`config.mk`:
```
export PLATFORM = sky130hd
export DESIGN_NAME = legacy_tx_stream_parser_unit
export DESIGN_NICKNAME = d
export VERILOG_FILES = /design/src/design/ltsp_pkg.sv /design/src/design/ltsp_front.sv /design/src/design/ltsp_queue.sv /design/src/design/ltsp_back.sv /design/src/design/legacy_tx_stream_parser_unit.sv
export SDC_FILE = /design/constraint.sdc
export NUM_CORES = 1
export LEC_CHECK = 0
export BUFFER_PORTS_ARGS = -buffer_cell sky130_fd_sc_hd__buf_4
export CORE_ASPECT_RATIO = 0.7
export CORE_MARGIN = 5
export CORE_UTILIZATION = 63
export DETAILED_ROUTE_END_ITERATION = 8
export PLACE_DENSITY = 0.88
export SETUP_SLACK_MARGIN = 0.3
export SLEW_MARGIN = 20
export SYNTH_ARGS = -nofsm -noshare
export SYNTH_HDL_FRONTEND = slang
export SYNTH_SLANG_ARGS = --single-unit
```
`constraint.sdc`:
```
create_clock -name i_clk -period 7.8 [get_ports i_clk]
set_clock_uncertainty 0.2 [all_clocks]
set_input_delay 1.56 -clock i_clk [delete_from_list [all_inputs] [get_ports i_clk]]
set_output_delay 1.56 -clock i_clk [all_outputs]
set_load 0.005 [all_outputs]
```
`src/design/ltsp_pkg.sv`:
```
package ltsp_pkg;

    // Default build values
    localparam int HASH_BYTES_DEF = 32;
    localparam int COUNT_BITS_DEF = 32;

    // Fixed field sizes in bytes
    localparam int VERSION_BYTES  = 4;
    localparam int INDEX_BYTES    = 4;
    localparam int SEQNO_BYTES    = 4;
    localparam int VALUE_BYTES    = 8;
    localparam int LOCKTIME_BYTES = 4;

    localparam int SCRIPT_LEN_W = 32;
    localparam int QUEUE_DEPTH  = 4;
    localparam int QPTR_W       = 2;
    localparam int QCNT_W       = 3;

    // Event codes
    localparam logic [4:0] EV_VERSION     = 5'd0;
    localparam logic [4:0] EV_IN_COUNT    = 5'd1;
    localparam logic [4:0] EV_HASH_START  = 5'd2;
    localparam logic [4:0] EV_HASH_BYTE   = 5'd3;
    localparam logic [4:0] EV_HASH_END    = 5'd4;
    localparam logic [4:0] EV_INDEX       = 5'd5;
    localparam logic [4:0] EV_IN_SLEN     = 5'd6;
    localparam logic [4:0] EV_IN_SBYTE    = 5'd7;
    localparam logic [4:0] EV_SEQUENCE    = 5'd8;
    localparam logic [4:0] EV_OUT_COUNT   = 5'd9;
    localparam logic [4:0] EV_OUT_VALUE   = 5'd10;
    localparam logic [4:0] EV_OUT_SLEN    = 5'd11;
    localparam logic [4:0] EV_OUT_SBYTE   = 5'd12;
    localparam logic [4:0] EV_LOCKTIME    = 5'd13;
    localparam logic [4:0] EV_UNSUPPORTED = 5'd14;
    localparam logic [4:0] EV_INVALID     = 5'd15;
    localparam logic [4:0] EV_REJECTED    = 5'd16;

    // All results caused by one byte; at most one of them carries a value
    typedef struct packed {
        logic [1:0]      cnt;
        logic [2:0][4:0] codes;
        logic [63:0]     value;
    } t_bundle;

    function automatic logic carries_value(input logic [4:0] code);
        return !(code == EV_HASH_START || code == EV_HASH_END ||
                 code == EV_UNSUPPORTED || code == EV_INVALID ||
                 code == EV_REJECTED);
    endfunction

endpackage

```
`src/design/ltsp_front.sv`:
```
module ltsp_front
    import ltsp_pkg::*;
#(
    parameter int HASH_BYTES = HASH_BYTES_DEF,
    parameter int COUNT_BITS = COUNT_BITS_DEF
) (
    input  logic        i_clk,
    input  logic        i_rst_n,
    input  logic        i_push,
    input  logic [7:0]  i_data_byte,
    input  logic        i_q_full,
    output logic        o_q_push,
    output t_bundle     o_bundle
);

    localparam int OffW = (HASH_BYTES > 8) ? $clog2(HASH_BYTES) : 3;
    localparam logic [OffW:0] HashLast = (OffW + 1)'(HASH_BYTES);
    localparam logic [32:0] CountMax = (33'd1 << COUNT_BITS) - 33'd1;

    localparam logic [2:0] VerLast   = 3'(VERSION_BYTES - 1);
    localparam logic [2:0] IdxLast   = 3'(INDEX_BYTES - 1);
    localparam logic [2:0] SeqLast   = 3'(SEQNO_BYTES - 1);
    localparam logic [2:0] ValLast   = 3'(VALUE_BYTES - 1);
    localparam logic [2:0] LockLast  = 3'(LOCKTIME_BYTES - 1);

    localparam logic [3:0] PH_VERSION    = 4'd0;
    localparam logic [3:0] PH_VIN_COUNT  = 4'd1;
    localparam logic [3:0] PH_VIN_HASH   = 4'd2;
    localparam logic [3:0] PH_VIN_INDEX  = 4'd3;
    localparam logic [3:0] PH_VIN_SLEN   = 4'd4;
    localparam logic [3:0] PH_VIN_SCRIPT = 4'd5;
    localparam logic [3:0] PH_VIN_SEQNO  = 4'd6;
    localparam logic [3:0] PH_VOUT_COUNT = 4'd7;
    localparam logic [3:0] PH_VOUT_VALUE = 4'd8;
    localparam logic [3:0] PH_VOUT_SLEN  = 4'd9;
    localparam logic [3:0] PH_VOUT_SCRIPT = 4'd10;
    localparam logic [3:0] PH_LOCKTIME   = 4'd11;
    localparam logic [3:0] PH_DONE       = 4'd12;
    localparam logic [3:0] PH_ERROR      = 4'd13;

    localparam logic [7:0] CS_PREFIX_16 = 8'hfd;
    localparam logic [7:0] CS_PREFIX_32 = 8'hfe;
    localparam logic [7:0] CS_PREFIX_64 = 8'hff;

    logic [3:0]              r_phase, n_phase;
    logic [OffW-1:0]         r_off, n_off;
    logic [63:0]             r_asm, n_asm;
    logic [2:0]              r_vleft, n_vleft;
    logic [COUNT_BITS-1:0]   r_total, n_total;
    logic [COUNT_BITS-1:0]   r_done, n_done;
    logic [SCRIPT_LEN_W-1:0] r_sleft, n_sleft;

    logic                    accept;
    logic [63:0]             asm_new;
    logic                    cd_fire;
    logic [31:0]             cd_v;
    logic [COUNT_BITS-1:0]   done_inc;
    logic [SCRIPT_LEN_W-1:0] sleft_dec;
    t_bundle                 bnd;

    function automatic logic [63:0] put_lane(input logic [63:0] a, input logic [2:0] k,
                                             input logic [7:0] b);
        logic [63:0] r;
        r = a;
        r[k*8 +: 8] = a[k*8 +: 8] | b;
        return r;
    endfunction

    assign accept    = i_push && !i_q_full;
    assign done_inc  = r_done + COUNT_BITS'(1);
    assign sleft_dec = r_sleft - SCRIPT_LEN_W'(1);

    always_comb begin
        n_phase = r_phase;
        n_off   = r_off;
        n_asm   = r_asm;
        n_vleft = r_vleft;
        n_total = r_total;
        n_done  = r_done;
        n_sleft = r_sleft;
        bnd     = '0;
        cd_fire = 1'b0;
        cd_v    = '0;
        asm_new = put_lane(r_asm, r_off[2:0], i_data_byte);

        unique case (r_phase)
            PH_VERSION, PH_VIN_INDEX, PH_VIN_SEQNO, PH_VOUT_VALUE, PH_LOCKTIME: begin
                // Assemble a fixed-size little-endian field
                priority if (r_phase == PH_VERSION && r_off[2:0] == VerLast) begin
                    bnd.codes[0] = EV_VERSION;
                    bnd.cnt = 2'd1;
                    bnd.value = asm_new;
                    n_phase = PH_VIN_COUNT;
                    n_off = '0;
                    n_asm = '0;
                    n_vleft = '0;
                end else if (r_phase == PH_VIN_INDEX && r_off[2:0] == IdxLast) begin
                    bnd.codes[0] = EV_INDEX;
                    bnd.cnt = 2'd1;
                    bnd.value = asm_new;
                    n_phase = PH_VIN_SLEN;
                    n_off = '0;
                    n_asm = '0;
                    n_vleft = '0;
                end else if (r_phase == PH_VIN_SEQNO && r_off[2:0] == SeqLast) begin
                    bnd.codes[0] = EV_SEQUENCE;
                    bnd.cnt = 2'd1;
                    bnd.value = asm_new;
                    n_done = done_inc;
                    n_phase = (done_inc == r_total) ? PH_VOUT_COUNT : PH_VIN_HASH;
                    n_off = '0;
                    n_asm = '0;
                    n_vleft = '0;
                end else if (r_phase == PH_VOUT_VALUE && r_off[2:0] == ValLast) begin
                    bnd.codes[0] = EV_OUT_VALUE;
                    bnd.cnt = 2'd1;
                    bnd.value = asm_new;
                    n_phase = PH_VOUT_SLEN;
                    n_off = '0;
                    n_asm = '0;
                    n_vleft = '0;
                end else if (r_phase == PH_LOCKTIME && r_off[2:0] == LockLast) begin
                    bnd.codes[0] = EV_LOCKTIME;
                    bnd.cnt = 2'd1;
                    bnd.value = asm_new;
                    n_phase = PH_DONE;
                    n_off = '0;
                    n_asm = '0;
                    n_vleft = '0;
                end else begin
                    n_asm = asm_new;
                    n_off = r_off + OffW'(1);
                end
            end
            PH_VIN_COUNT, PH_VIN_SLEN, PH_VOUT_COUNT, PH_VOUT_SLEN: begin
                if (r_vleft == 3'd0) begin
                    priority if (i_data_byte < CS_PREFIX_16) begin
                        cd_fire = 1'b1;
                        cd_v = {24'd0, i_data_byte};
                    end else if (i_data_byte == CS_PREFIX_64) begin
                        bnd.codes[0] = EV_UNSUPPORTED;
                        bnd.cnt = 2'd1;
                        n_phase = PH_ERROR;
                        n_off = '0;
                        n_asm = '0;
                        n_vleft = '0;
                    end else begin
                        n_vleft = (i_data_byte == CS_PREFIX_32) ? 3'd4 : 3'd2;
                        n_off = '0;
                        n_asm = '0;
                    end
                end else begin
                    n_asm = put_lane(r_asm, {1'b0, r_off[1:0]}, i_data_byte);
                    n_off = r_off + OffW'(1);
                    n_vleft = r_vleft - 3'd1;
                    if (r_vleft == 3'd1) begin
                        cd_fire = 1'b1;
                        cd_v = n_asm[31:0];
                    end
                end
            end
            PH_VIN_HASH: begin
                if (r_off == '0) begin
                    bnd.codes[bnd.cnt] = EV_HASH_START;
                    bnd.cnt = bnd.cnt + 2'd1;
                end
                bnd.codes[bnd.cnt] = EV_HASH_BYTE;
                bnd.cnt = bnd.cnt + 2'd1;
                bnd.value = {56'd0, i_data_byte};
                if ({1'b0, r_off} + (OffW + 1)'(1) >= HashLast) begin
                    bnd.codes[bnd.cnt] = EV_HASH_END;
                    bnd.cnt = bnd.cnt + 2'd1;
                    n_phase = PH_VIN_INDEX;
                    n_off = '0;
                    n_asm = '0;
                    n_vleft = '0;
                end else begin
                    n_off = r_off + OffW'(1);
                end
            end
            PH_VIN_SCRIPT, PH_VOUT_SCRIPT: begin
                bnd.codes[0] = (r_phase == PH_VIN_SCRIPT) ? EV_IN_SBYTE : EV_OUT_SBYTE;
                bnd.cnt = 2'd1;
                bnd.value = {56'd0, i_data_byte};
                n_sleft = sleft_dec;
                if (sleft_dec == '0) begin
                    n_off = '0;
                    n_asm = '0;
                    n_vleft = '0;
                    if (r_phase == PH_VIN_SCRIPT) begin
                        n_phase = PH_VIN_SEQNO;
                    end else begin
                        n_done = done_inc;
                        n_phase = (done_inc == r_total) ? PH_LOCKTIME : PH_VOUT_VALUE;
                    end
                end
            end
            default: begin
                // Done or error: drop the byte
                bnd.codes[0] = EV_REJECTED;
                bnd.cnt = 2'd1;
            end
        endcase

        // Finished CompactSize: act on the phase it belongs to
        if (cd_fire) begin
            n_off = '0;
            n_asm = '0;
            n_vleft = '0;
            bnd.cnt = 2'd1;
            bnd.value = {32'd0, cd_v};
            priority if (r_phase == PH_VIN_COUNT || r_phase == PH_VOUT_COUNT) begin
                if (cd_v == '0 || {1'b0, cd_v} > CountMax) begin
                    bnd.codes[0] = EV_INVALID;
                    n_phase = PH_ERROR;
                end else begin
                    bnd.codes[0] = (r_phase == PH_VIN_COUNT) ? EV_IN_COUNT : EV_OUT_COUNT;
                    n_total = cd_v[COUNT_BITS-1:0];
                    n_done = '0;
                    n_phase = (r_phase == PH_VIN_COUNT) ? PH_VIN_HASH : PH_VOUT_VALUE;
                end
            end else if (r_phase == PH_VIN_SLEN) begin
                bnd.codes[0] = EV_IN_SLEN;
                n_sleft = cd_v;
                n_phase = (cd_v == '0) ? PH_VIN_SEQNO : PH_VIN_SCRIPT;
            end else begin
                bnd.codes[0] = EV_OUT_SLEN;
                n_sleft = cd_v;
                if (cd_v == '0) begin
                    n_done = done_inc;
                    n_phase = (done_inc == r_total) ? PH_LOCKTIME : PH_VOUT_VALUE;
                end else begin
                    n_phase = PH_VOUT_SCRIPT;
                end
            end
        end
    end

    assign o_q_push = accept && (bnd.cnt != 2'd0);
    assign o_bundle = bnd;

    always_ff @(posedge i_clk) begin
        if (!i_rst_n) begin
            r_phase <= PH_VERSION;
            r_off   <= '0;
            r_asm   <= '0;
            r_vleft <= '0;
            r_total <= '0;
            r_done  <= '0;
            r_sleft <= '0;
        end else if (accept) begin
            r_phase <= n_phase;
            r_off   <= n_off;
            r_asm   <= n_asm;
            r_vleft <= n_vleft;
            r_total <= n_total;
            r_done  <= n_done;
            r_sleft <= n_sleft;
        end
    end

endmodule

```
`src/design/ltsp_queue.sv`:
```
module ltsp_queue
    import ltsp_pkg::*;
(
    input  logic    i_clk,
    input  logic    i_rst_n,
    input  logic    i_push,
    input  t_bundle i_bundle,
    output logic    o_full,
    input  logic    i_pop,
    output logic    o_empty,
    output t_bundle o_head
);

    t_bundle           r_mem [QUEUE_DEPTH];
    logic [QPTR_W-1:0] r_wr, n_wr;
    logic [QPTR_W-1:0] r_rd, n_rd;
    logic [QCNT_W-1:0] r_cnt, n_cnt;
    logic              do_push;
    logic              do_pop;

    assign o_full  = (r_cnt == QCNT_W'(QUEUE_DEPTH));
    assign o_empty = (r_cnt == '0);
    assign o_head  = r_mem[r_rd];
    assign do_push = i_push && !o_full;
    assign do_pop  = i_pop && !o_empty;

    always_comb begin
        n_wr  = do_push ? r_wr + QPTR_W'(1) : r_wr;
        n_rd  = do_pop ? r_rd + QPTR_W'(1) : r_rd;
        n_cnt = r_cnt + QCNT_W'(do_push) - QCNT_W'(do_pop);
    end

    always_ff @(posedge i_clk) begin
        if (do_push) begin
            r_mem[r_wr] <= i_bundle;
        end
    end

    always_ff @(posedge i_clk) begin
        if (!i_rst_n) begin
            r_wr  <= '0;
            r_rd  <= '0;
            r_cnt <= '0;
        end else begin
            r_wr  <= n_wr;
            r_rd  <= n_rd;
            r_cnt <= n_cnt;
        end
    end

endmodule

```
`src/design/ltsp_back.sv`:
```
module ltsp_back
    import ltsp_pkg::*;
(
    input  logic        i_clk,
    input  logic        i_rst_n,
    input  logic        i_q_empty,
    input  t_bundle     i_head,
    output logic        o_q_pop,
    input  logic        i_pop,
    output logic        o_empty,
    output logic [4:0]  o_event_code,
    output logic [63:0] o_field_value,
    output logic        o_last_of_run
);

    logic        r_valid, n_valid;
    logic [1:0]  r_idx, n_idx;
    logic [4:0]  r_code, n_code;
    logic [63:0] r_value, n_value;
    logic        r_last, n_last;
    logic        load;
    logic        take;

    assign load = !r_valid || i_pop;
    assign take = load && !i_q_empty;

    always_comb begin
        n_code  = i_head.codes[r_idx];
        n_value = carries_value(n_code) ? i_head.value : 64'd0;
        n_last  = (r_idx == i_head.cnt - 2'd1);
        n_valid = load ? !i_q_empty : r_valid;
        n_idx   = r_idx;
        if (take) begin
            n_idx = n_last ? 2'd0 : r_idx + 2'd1;
        end
    end

    // Release the bundle once its last word moves to the output register
    assign o_q_pop = take && n_last;

    always_ff @(posedge i_clk) begin
        if (take) begin
            r_code  <= n_code;
            r_value <= n_value;
            r_last  <= n_last;
        end
    end

    always_ff @(posedge i_clk) begin
        if (!i_rst_n) begin
            r_valid <= 1'b0;
            r_idx   <= '0;
        end else begin
            r_valid <= n_valid;
            r_idx   <= n_idx;
        end
    end

    assign o_empty       = !r_valid;
    assign o_event_code  = r_code;
    assign o_field_value = r_value;
    assign o_last_of_run = r_last;

endmodule

```
`src/design/legacy_tx_stream_parser_unit.sv`:
```
// Streaming parser for a serialized legacy transaction, one byte per word.
// Input side is a queue write port: drive i_data_byte and raise push; the
// byte is taken at a clock edge where push is high and full is low.
// Result side is a queue read port: while empty is low the oldest event sits
// on o_event_code / o_field_value / o_last_of_run; pop takes it.
// A byte may cause zero to three events; o_last_of_run marks the final one.
// A byte's first event passes through the queue and then the output register
// before it shows on the result ports, when nothing is queued ahead of it.
// Throughput: one byte per cycle while full is low and each byte yields at most
// one event; the result port moves one event per cycle while pop is high, so
// bytes that yield two or three events (hash start and end) leave it one at a time.
// The classifier and the event sequencer are parted by a four-bundle queue.
// When the receiver stalls, events build up in the output register and the
// queue; full rises once the queue holds four bundles, and no event is lost.
// Reset (i_rst_n low at an edge) returns the parser to the version field and
// empties the queue and the output register.
module legacy_tx_stream_parser_unit
    import ltsp_pkg::*;
#(
    parameter int HASH_BYTES = HASH_BYTES_DEF,
    parameter int COUNT_BITS = COUNT_BITS_DEF
) (
    input  logic        i_clk,
    input  logic        i_rst_n,
    input  logic        push,
    output logic        full,
    input  logic [7:0]  i_data_byte,
    output logic        empty,
    input  logic        pop,
    output logic [4:0]  o_event_code,
    output logic [63:0] o_field_value,
    output logic        o_last_of_run
);

    t_bundle q_in_bundle;
    t_bundle q_head;
    logic    q_push;
    logic    q_full;
    logic    q_empty;
    logic    q_pop;

    // Front: walk the fields and classify each byte into an event bundle
    ltsp_front #(
        .HASH_BYTES (HASH_BYTES),
        .COUNT_BITS (COUNT_BITS)
    ) u_front (
        .i_clk       (i_clk),
        .i_rst_n     (i_rst_n),
        .i_push      (push),
        .i_data_byte (i_data_byte),
        .i_q_full    (q_full),
        .o_q_push    (q_push),
        .o_bundle    (q_in_bundle)
    );

    // Hold bundles so the parser keeps taking bytes while the output stalls
    ltsp_queue u_queue (
        .i_clk    (i_clk),
        .i_rst_n  (i_rst_n),
        .i_push   (q_push),
        .i_bundle (q_in_bundle),
        .o_full   (q_full),
        .i_pop    (q_pop),
        .o_empty  (q_empty),
        .o_head   (q_head)
    );

    // Back: advance through each bundle one event per word
    ltsp_back u_back (
        .i_clk         (i_clk),
        .i_rst_n       (i_rst_n),
        .i_q_empty     (q_empty),
        .i_head        (q_head),
        .o_q_pop       (q_pop),
        .i_pop         (pop),
        .o_empty       (empty),
        .o_event_code  (o_event_code),
        .o_field_value (o_field_value),
        .o_last_of_run (o_last_of_run)
    );

    assign full = q_full;

endmodule
```
==> flow_summary.toml, run 1 <==
[outcome]
status = "complete, no violations"

[setup_path]
r2r_cells = 11
critPathCaptureType = "flip-flop"
cp_max_fo = 34
crit_path_start_kind = "flip-flop"
critical_path_class = "flip-flop to flip-flop"
critPathRequiredTime_ns = 7.89
cp_cell_sequence = "buf_4 > inv_1 > ha_1 > nor3b_1 > o31ai_1 > a211oi_1 > a2111oi_0 > and4_1 > nand3_1 > nand2_1 > a311o_1"
cp_slowest_cell = "a211oi_1"
cp_data_arrival_time_ns = 6.11
critPathMaxStageDelay_ns = 0.85

[hold_path]
holdPathStages = 2
hp-class = "flip-flop to flip-flop"

[synth]
yosys.area_share.simple = 0.175
synth_area_per_cell_sq_um = 10.8
async_flop_share = 0
synth_compound_area_frac = 0.129
synth_area_leader_cell = "edfxtp_1"
synth_nets = 2598
synth_top_family_by_area = "simple AND/OR/NAND/NOR gates"
ys_ff_latch = 550
synth-edff-count = 366
yosysSeqAreaShare = 0.532
muxShareOfSynthArea = 0.0977
synthCells = 2560
yosys_warnings = 0
synth_area_sq_um = 27600
synth_cell_type_count = 79
synth-main-ff-cell = "edfxtp_1"
synthAdderAreaFrac = 0.0121
synthXorXnorAreaFrac = 0.0211
synth_top_area_share = 0.398
yosys-top-cells-area = "edfxtp_1 40%, dfxtp_1 13%, mux4_2 6.9%"

[timing]
hold_viol_final = 0
maxSlewViolCount = 0
setup_violations = 0
maxSlewHeadroom = 0.187
holdWs_ns = 0.284
post-route-period-util = 0.771
rsz0062_at_grt = "false"
setup_tns_ns = 0
clock.fmax_mhz = 166
tightest_slew_ns = 1.21
fin_crit_ns = 6.01

[drt]
postRouteAntennaNets = 0
wl_mm = 85.1
drt_iter0_drc = 3919
viasPerCell = 7.02
routedWlPerCell_microns = 26.8
vias = 22300
drt_first_pass_iters = 9
drc = 0

[grt]
grt_antenna_before_repair = 4
grt.total_usage = 0.348
grt_max_degree = 102
overflow = 0
grt_pass1_wl_mm = 129
grt_pass1_vias = 20900

[floorplan]
die_w_microns = 260
initial_core_util = 0.634
core_sq_um = 43500
die_h_microns = 185
dieArea_sq_um = 48100
io_pins = 84
rows = 64

[finish]
fillers = 3016
multi_input_area_sq_um = 12100
drive_gt1_frac = 0.135
finalNonFillerCells = 3173
final_util = 0.698
final_nets = 2577
syn_to_final_growth_pct = 10.0
seqCellArea_sq_um = 14700

[place]
dp_hpwl_mm = 57.4
place.port_buffers = 83
gp_congestion = 1.04
dp.cells = 3081

[clock_tree]
root_buffer = "clkbuf_16"
htreeDepth = 2
path_clk_slew_ns = 0.08
cts_tree = "built"
cts.hold.buffers_added = 0
cts_made_buffers = 50
clkLatencyLatePin_ns = 0.59
clk_path_buf_depth = 3
cts_resized = 0
clock-sinks = 550
post_cts_buffers = 0

[run]
drv_cap = 0

[power_and_ir_drop]
p_leak_nw = 10.0
power_density_nw_per_um2 = 250
power.total_mw = 7.58
ir_drop_v = 0.000396
## flip-flops by register name, indices dropped and copies added (netlist names), 2 cells and up, named ones only
| name | count |
|---|---|
| u_back.r_idx | 2 |
| u_front.r_phase | 4 |
| u_queue.r_wr | 2 |
| u_queue.r_mem | 296 |
| u_queue.r_rd | 2 |
| u_front.r_done | 32 |
| u_back.o_field_value | 64 |
| u_front.r_vleft | 3 |
| u_front.r_off | 5 |
| u_queue.r_cnt | 3 |
| u_back.o_event_code | 5 |
| u_front.r_total | 32 |
| u_front.r_sleft | 32 |
| u_front.r_asm | 64 |
## critical path, delay by kind of cell (launching register included)
family	cells	cell delay, ns
simple gates	4	1.86
flops	1	0.31
fa+ha+maj	1	0.62
compound gates	4	1.95
buf+inv	2	0.74
## final cells by class
| cell class | instances | area share |
|---|---|---|
| clock inverter | 26 | 0.00890 |
| multi-input combinational | 1771 | 0.398 |
| tap | 594 | 0.0245 |
| antenna | 2 | 0.000165 |
| inverter | 40 | 0.00503 |
| timing repair buffer | 126 | 0.0332 |
| sequential | 550 | 0.484 |
| clock buffer | 64 | 0.0465 |
## synthesized netlist by cell type, types with 38 or more instances
cell / n
clkbuf_1: 168
nand4_1: 58
o22ai_1: 39
nor2b_1: 79
inv_1: 38
xnor2_1: 43
nor2_1: 216
edfxtp_1: 366
a21oi_1: 169
nand2_1: 240
nor3_1: 55
o21ai_0: 119
dfxtp_1: 184
mux2i_1: 61
mux4_2: 85
nand3_1: 131
## metal layers
layer | GRT usage | vias up | routed length, microns
met2 | 0.513 | 1569 | 36800
met1 | 0.521 | 10900 | 34800
met3 | 0.100 | 191 | 11400
met5 | 0.00794 | - | 81
li1 | - | 9597 | -
met4 | 0.0796 | 6 | 2080
## path summary, 6_finish.rpt
kind / startpoint / endpoint / slack [ns]
worst min register to register: u_front.r_total[12] / u_front.r_total[12] / 0.28
worst max register to register: u_front.r_off[0] / u_queue.r_mem[0][65] / 1.79
worst min-delay path: u_front.r_total[12] / u_front.r_total[12] / 0.28
worst max-delay path: u_front.r_off[0] / u_queue.r_mem[0][65] / 1.79
## logic make-up after synthesis
| group | Yosys count |
|---|---|
| AO/OA/AOI/OAI | 560 |
| XOR/XNOR | 65 |
| adder cells (fa/ha/maj) | 26 |
| buffers and inverters | 239 |
| flip-flops | 550 |
| multiplexers | 161 |
| AND/OR/NAND/NOR | 959 |
## cells in the final DEF, fill, tap and decap left out, types with 11 or more instances in the layout
cell type  instances
xor2_1            21
o2bb2ai_1         16
o211ai_1          12
and2_1            17
a21oi_1          166
o21ai_0          119
mux4_2            85
ha_1              25
a21o_1            12
and4_1            11
dfxtp_1          181
mux2_2            15
edfxtp_1         366
a22o_1            34
and3_1            11
xnor2_1           43
nor4_1            32
nand3_1          130
or4_1             12
nor2b_1           77
nand2b_1          23
or3_1             22
o22ai_1           39
mux2i_1           61
a31oi_1           17
nand4_1           58
a22oi_1           20
o31ai_1           18
inv_1             38
clkbuf_16         55
nor2_1           215
nor3_1            55
buf_4            121
nand2_1          239
a211oi_1          28
## where the power goes
group / internal, mW / switching (mW) / leakage (nW)
Sequential: 3.39 / 0.118 / 4.77
Combinational: 0.568 / 0.971 / 4.43
Clock: 1.42 / 1.11 / 0.815
Total: 5.38 / 2.20 / 10.0
## metrics by stage
stage / setup WS [ns] / instance area, sq um
after global routing: 1.70 / 30400
after global placement: 2.04 / 28600
after CTS: 1.94 / 30300
after detailed placement: 2.03 / 28700
final: 1.79 / 30400
after floorplan: 0.780 / 27600
Power figures use the tool's default switching activity.
==> run 2: changes to the inputs <==
Settings changed: CORE_UTILIZATION 63 to 57, PLACE_DENSITY 0.88 to 0.84.
Clock period 7.8 ns to 5.5 ns, I/O delays scaled along.
==> flow_summary.toml, run 2 (synthesized netlist as in run 1, its figures left out) <==
[finish]
drive_gt1_frac = 0.153
syn_to_final_growth_pct = 11.9
top_register = "u_queue.r_mem"
layout_common_cells = "366 x edfxtp_1, 239 x nand2_1, 215 x nor2_1"
final_nets = 2632
final_common_cell = "edfxtp_1"
largest_reg_flops = 296

[clock_tree]
clkLatencyLatePin_ns = 0.65
clock-sinks = 550
path_clk_slew_ns = 0.07
cts_tree = "built"
htreeDepth = 2
cts.hold.buffers_added = 0
clk_path_buf_depth = 3
cts_resized = 0
root_buffer = "clkbuf_16"
post_cts_buffers = 0
cts_made_buffers = 51

[timing]
maxSlewHeadroom = 0.159
fin_crit_ns = 5.10
maxSlewViolCount = 0
clock.fmax_mhz = 196
rsz0062_at_grt = "false"
setup_tns_ns = 0
post-route-period-util = 0.928
holdWs_ns = 0.278
tightest_slew_ns = 1.26
hold_viol_final = 0
setup_violations = 0

[drt]
route.met2.wl_mm = 36.3
viasPerCell = 6.86
drc = 0
postRouteAntennaNets = 0
routedWlPerCell_microns = 26.5
wl_met1_mm = 36.2
drt_first_pass_iters = 6
drt_iter0_drc = 3492
vias = 22600
wl_mm = 87.3
route.met3.wl_mm = 12.1
dr.max_layer_used = "met5"

[setup_path]
r2r_slack_ns = 0.40
critPathRequiredTime_ns = 5.81
crit_path_start_kind = "flip-flop"
critPathCaptureType = "flip-flop"
cp_data_arrival_time_ns = 5.41
critical_path_class = "flip-flop to flip-flop"
cp_max_fo = 15

[grt]
grt_pass1_vias = 21100
grt_antenna_before_repair = 1
grt_max_degree = 71
overflow = 0
grt_pass1_wl_mm = 131
grt.total_usage = 0.320

[floorplan]
die_w_microns = 273
initial_core_util = 0.576
rows = 67
dieArea_sq_um = 53000
die_h_microns = 194
core_sq_um = 47900
io_pins = 84

[hold_path]
hp-class = "flip-flop to flip-flop"

[power_and_ir_drop]
power.total_mw = 10.9
p_sw_mw = 3.23
clockPowerShare = 0.335
p_comb_frac = 0.209
sequentialPowerShare = 0.455
p_leak_nw = 10.3
intPower_mw = 7.65
switching_share = 0.297
power_density_nw_per_um2 = 352
ir_drop_v = 0.000356

[outcome]
status = "complete, no violations"

[place]
dp_hpwl_mm = 61.1
gp_congestion = 1.02
place.port_buffers = 83

[run]
drv_cap = 0
-- run 2: cell types whose count changed in the layout (fill, tap and decap cells not counted), moves of 3 or more --
cell       delta
clkinv_4      +4
clkbuf_16     -4
clkinv_1      +4
inv_6         +3
buf_4        +53
-- run 2: area by class of cell --
cell class	count	area, sq um
Fill cell	3534	17000
Sequential cell	550	14700
Multi-Input combinational cell	1771	12100
Timing Repair Buffer	180	1430
Clock buffer	59	1310
Tap cell	655	820
Clock inverter	37	398
Inverter	40	153
Antenna cell	1	2.50
-- run 2: power by group through the flow --
stage | registers [mW] | logic (mW) | clock network [mW]
5_1_grt | 4.98 | 2.43 | 3.86
2_1_floorplan | 5.03 | 1.28 | 0
6_report | 4.95 | 2.28 | 3.65
4_1_cts | 4.95 | 2.24 | 3.67
3_5_place_dp | 5.03 | 2.23 | 0
3_3_place_gp | 5.02 | 2.17 | 0
-- run 2: per-stage QoR --
step	util	cells	area [sq um]	setup slack [ns]
after floorplan	-	2560	27600	0.532
after global placement	0.609	3195	29100	0.683
after detailed placement	0.609	3195	29100	0.627
after CTS	0.644	3291	30800	0.748
after global routing	0.645	3292	30900	0.303
final	0.645	3293	30900	0.398
-- run 2: worst paths after layout --
| kind | from | cells past startpoint | end |
|---|---|---|---|
| setup / recovery | u_front.r_sleft[0] | 10 | u_front.r_asm[47] |
| hold / removal | u_front.r_total[31] | 2 | u_front.r_total[31] |
| setup reg to reg | u_front.r_sleft[0] | 10 | u_front.r_asm[47] |
| hold reg to reg | u_front.r_total[31] | 2 | u_front.r_total[31] |
-- run 2: layer usage --
metal / track usage / up-vias
met5: 0.00726 / -
met4: 0.0884 / 2
met3: 0.0945 / 225
met2: 0.446 / 1618
met1: 0.490 / 11000
li1: - / 9741
-- run 2: critical path, stage by stage (launching register included) --
cell	delay, ns
dfxtp_1	0.35
inv_1	0.11
ha_1	0.49
nand4_1	0.54
o31ai_1	0.40
nand3_1	0.17
or4b_1	0.70
o31a_1	0.54
nor3_4	0.69
a21oi_1	0.47
a22o_1	0.30
